### src/rtl/core/indexed_min_heap_queue_top_defines.svh
// Assertion macros shared by the indexed min-heap queue RTL.
`ifndef INDEXED_MIN_HEAP_QUEUE_TOP_DEFINES_SVH
`define INDEXED_MIN_HEAP_QUEUE_TOP_DEFINES_SVH

// Consequent must hold in the same cycle as the antecedent.
`define IMHQ_ASSERT_SAME(lbl, ante, cons, msg) \
  lbl: assert property (@(posedge clk) disable iff (!rst_n) (ante) |-> (cons)) \
    else $error(msg);

// Consequent must hold in the cycle after the antecedent.
`define IMHQ_ASSERT_NEXT(lbl, ante, cons, msg) \
  lbl: assert property (@(posedge clk) disable iff (!rst_n) (ante) |=> (cons)) \
    else $error(msg);

`endif

### src/rtl/core/imhq_ram.sv
// Generic single-write, single-read RAM with registered read data.
module imhq_ram #(
  parameter int WIDTH = 8,
  parameter int DEPTH = 16
) (
  input  logic                     clk,
  input  logic                     we,
  input  logic [$clog2(DEPTH)-1:0] waddr,
  input  logic [WIDTH-1:0]         wdata,
  input  logic [$clog2(DEPTH)-1:0] raddr,
  output logic [WIDTH-1:0]         rdata
);

  logic [WIDTH-1:0] mem [DEPTH];
  logic [WIDTH-1:0] rdata_r;

  // Write port and registered read port.
  always_ff @(posedge clk) begin
    if (we) begin
      mem[waddr] <= wdata;
    end
    rdata_r <= mem[raddr];
  end

  assign rdata = rdata_r;

endmodule
### config.mk
export PLATFORM = sky130hd
export DESIGN_NAME = imhq_ram
export DESIGN_NICKNAME = d
export VERILOG_FILES = /design/src/rtl/core/indexed_min_heap_queue_top_defines.svh /design/src/rtl/core/imhq_ram.sv
export SDC_FILE = /design/constraint.sdc
export NUM_CORES = 1
export LEC_CHECK = 0
export BUFFER_PORTS_ARGS = -buffer_cell sky130_fd_sc_hd__buf_2
export CAP_MARGIN = 20
export CORE_MARGIN = 2
export CORE_UTILIZATION = 65
export CTS_BUF_LIST = sky130_fd_sc_hd__clkbuf_8 sky130_fd_sc_hd__clkbuf_16
export CTS_CLUSTER_SIZE = 12
export DETAILED_ROUTE_END_ITERATION = 10
export PLACE_DENSITY = 0.84
export SETUP_SLACK_MARGIN = 0.05
export SYNTH_ARGS = -nofsm -noshare
export SYNTH_HDL_FRONTEND = slang
export SYNTH_SLANG_ARGS = --single-unit
export TNS_END_PERCENT = 20
### constraint.sdc
create_clock -name clk -period 3.2 [get_ports clk]
set_input_delay 0.64 -clock clk [delete_from_list [all_inputs] [get_ports clk]]
set_output_delay 0.64 -clock clk [all_outputs]
set_load 0.02 [all_outputs]
==> impl_metrics.ini <==
[timing]
setup_viol = 0
final.setup.tns_ns = 0
period_needed_ns = 1.88
drv_slew = 0
rsz0062_at_grt = false
hold_viol = 0
worst_slew_pin_slew_ns = 0.876
clock_skew_ns = 0.0145
maxSlewHeadroom_pct = 41.4
fmax_mhz = 531
fin_crit_sh_pct = 58.9

[floorplan]
start_util_pct = 67.0
core_um2 = 7690
die_y_um = 93.0
die_w_um = 93.0
dieArea_um2 = 8650
ios = 26
core.rowCount = 32

[status]
status = finished, final reports clean

[power_and_ir_drop]
p_leak_nw = 2.04
p_per_area_nw_per_um2 = 689
ir_drop_uv = 464

[cells_and_area]
nNetsFinal = 292
fillCellCount = 404
num_antenna_cells = 0
multiInputGateArea_um2 = 1060
seq_area_um2 = 4000
fin_cells = 389
synthToLayoutAreaGrowth_pct = 16.5
drive_above_1_share_pct = 30.3

[synth]
synth.avg_cell_area_um2 = 22.5
netlist_area_um2 = 5150
yosysWarnings = 0
ys_seq_area_share_pct = 77.8
netlist_instances = 229
synth_fp_nets = 247
synth_seq_cells = 136
ys_types = 19

[place]
io_buffer_count = 25
dp_hpwl_um = 5740
globalplace.congestion = 0.773
place_inst = 357

[clocking]
clk_pin_slew_ns = 0.06
cts_tree = yes
clock_sinks = 136
clk_latency_ns = 0.52
postCtsSetupBuffers = 0
clockBufferDepth = 2
cts_hold_buf = 0
h-tree-depth = 4
post_cts_resized = 0
cts_buffers = 17
cts_root_buffer = clkbuf_8

[worst_setup_path]
worst_setup_path_start_kind = primary input
arrival_ns = 2.29
timing_worst_setup_path_type = primary input to flop
slowest_stage = mux4_1
critPathCaptureType = flop
cpPeakStageDelay_ns = 0.58
cp.required_ns = 3.61
path_cells = buf_2 -> buf_4 -> mux4_1 -> a22oi_1 -> nand2_1
cp_max_fo = 12

[global_routing]
grt_remaining_overflow = 0
grt_use_total_pct = 25.6
grt_pass1_vias = 2608
grt_max_degree = 33
grt_pass1_wl_um = 15000
antenna_found_initial = 0

[detailed_routing]
ant_nets = 0
drt-initial-drc-count = 276
vias = 2482
routed_wl_um = 9670
via_per_inst = 6.38
drt_pass1_iterations = 5
wl_per_cell_um = 24.9
drcViolationCount = 0

[min_path]
hp-class = primary input to flop

[flow_run]
drv_cap = 0
worst max-delay path: cells and delay by family:
family / cells / cell delay (ns)
AOI/OAI and AO/OA: 1 / 0.32
buffers and inverters: 2 / 0.65
muxes: 1 / 0.58
and+or+nand+nor: 1 / 0.09
synth_stat cells:
cell	count	area share, %
edfxtp_1	128	75
mux4_2	18	7.9
a22oi_1	16	2.3
mux4_1	14	7.1
nor2_1	13	0.95
nand2_1	9	0.66
dfxtp_1	8	3.1
nor3_1	4	0.39
buf_2	3	0.29
buf_6	3	0.66
clkdlybuf4s25_2	3	0.58
nand2b_1	2	0.24
nand3b_1	2	0.29
and2_1	1	0.12
and2b_1	1	0.15
buf_4	1	0.15
nand3_1	1	0.097
nor2b_1	1	0.12
or3b_2	1	0.17
layout by cell type, fill, tap and decap left out, drive strengths merged, types with 3 or more instances in the layout:
cell	netlist	routed
edfxtp	128	128
buf	7	36
mux4	32	32
clkbuf	0	18
a22oi	16	16
nor2	13	13
nand2	9	9
dfxtp	8	8
clkinv	0	5
nor3	4	4
clkinvlp	0	4
bufinv	0	3
through the flow:
step	hold WS [ns]	cell area [µm²]	setup slack, ns	utilization (%)	power, W
2_1_floorplan	0.629	5150	1.07	-	0.00215
3_3_place_gp	0.645	5400	0.846	70.2	0.00222
3_5_place_dp	0.667	5400	0.798	70.2	0.00223
4_1_cts	0.480	6000	1.33	78.0	0.00415
5_1_grt	0.490	6000	1.22	78.0	0.00425
6_report	0.492	6000	1.32	78.0	0.00413
registers in the layout, summed over array words and instances (netlist names):
register	count
rdata	8
mem	128
kinds of logic (layout without fill, tap and decap cells):
kind of cell           count (synthesis)  in the layout  share of synthesized area, %
and+or+nand+nor                       35             35                          3.18
AOI/OAI and AO/OA                     16             16                          2.33
muxes                                 32             32                          15.0
buffers and inverters                 10             68                          1.68
DFF                                  136            136                          77.8
cell type report:
cell class | count | area share [%]
clock buffer | 18 | 7.13
clock inverter | 14 | 2.90
tap | 102 | 2.13
sequential | 136 | 66.8
timing repair buffer | 36 | 3.46
multi-input combinational | 83 | 17.6
path summary, 6_finish.rpt:
| check | startpoint | to | slack (ns) | cells past startpoint |
|---|---|---|---|---|
| setup / recovery | raddr[0] | rdata[2] | 1.32 | 5 |
| hold / removal | wdata[1] | mem[0][1] | 0.49 | 1 |
| setup reg to reg | mem[5][2] | rdata[2] | 1.78 | 3 |
| hold reg to reg | mem[14][6] | rdata[6] | 0.67 | 3 |
where the power goes:
part | total (W) | switching, W | internal, W
Combinational | 0.000189 | 0.000114 | 0.0000747
Clock | 0.00194 | 0.000729 | 0.00121
Sequential | 0.00200 | 0.0000120 | 0.00199
Total | 0.00413 | 0.000855 | 0.00328
routing by layer:
metal | track usage, % | wire length [µm] | vias to the layer above
met5 | 0 | 0 | -
met4 | 10.7 | 135 | 0
met1 | 35.8 | 3920 | 1255
met3 | 6.77 | 623 | 16
li1 | - | - | 1067
met2 | 39.3 | 4990 | 144
No activity file was read; power rests on OpenSTA's default activity.
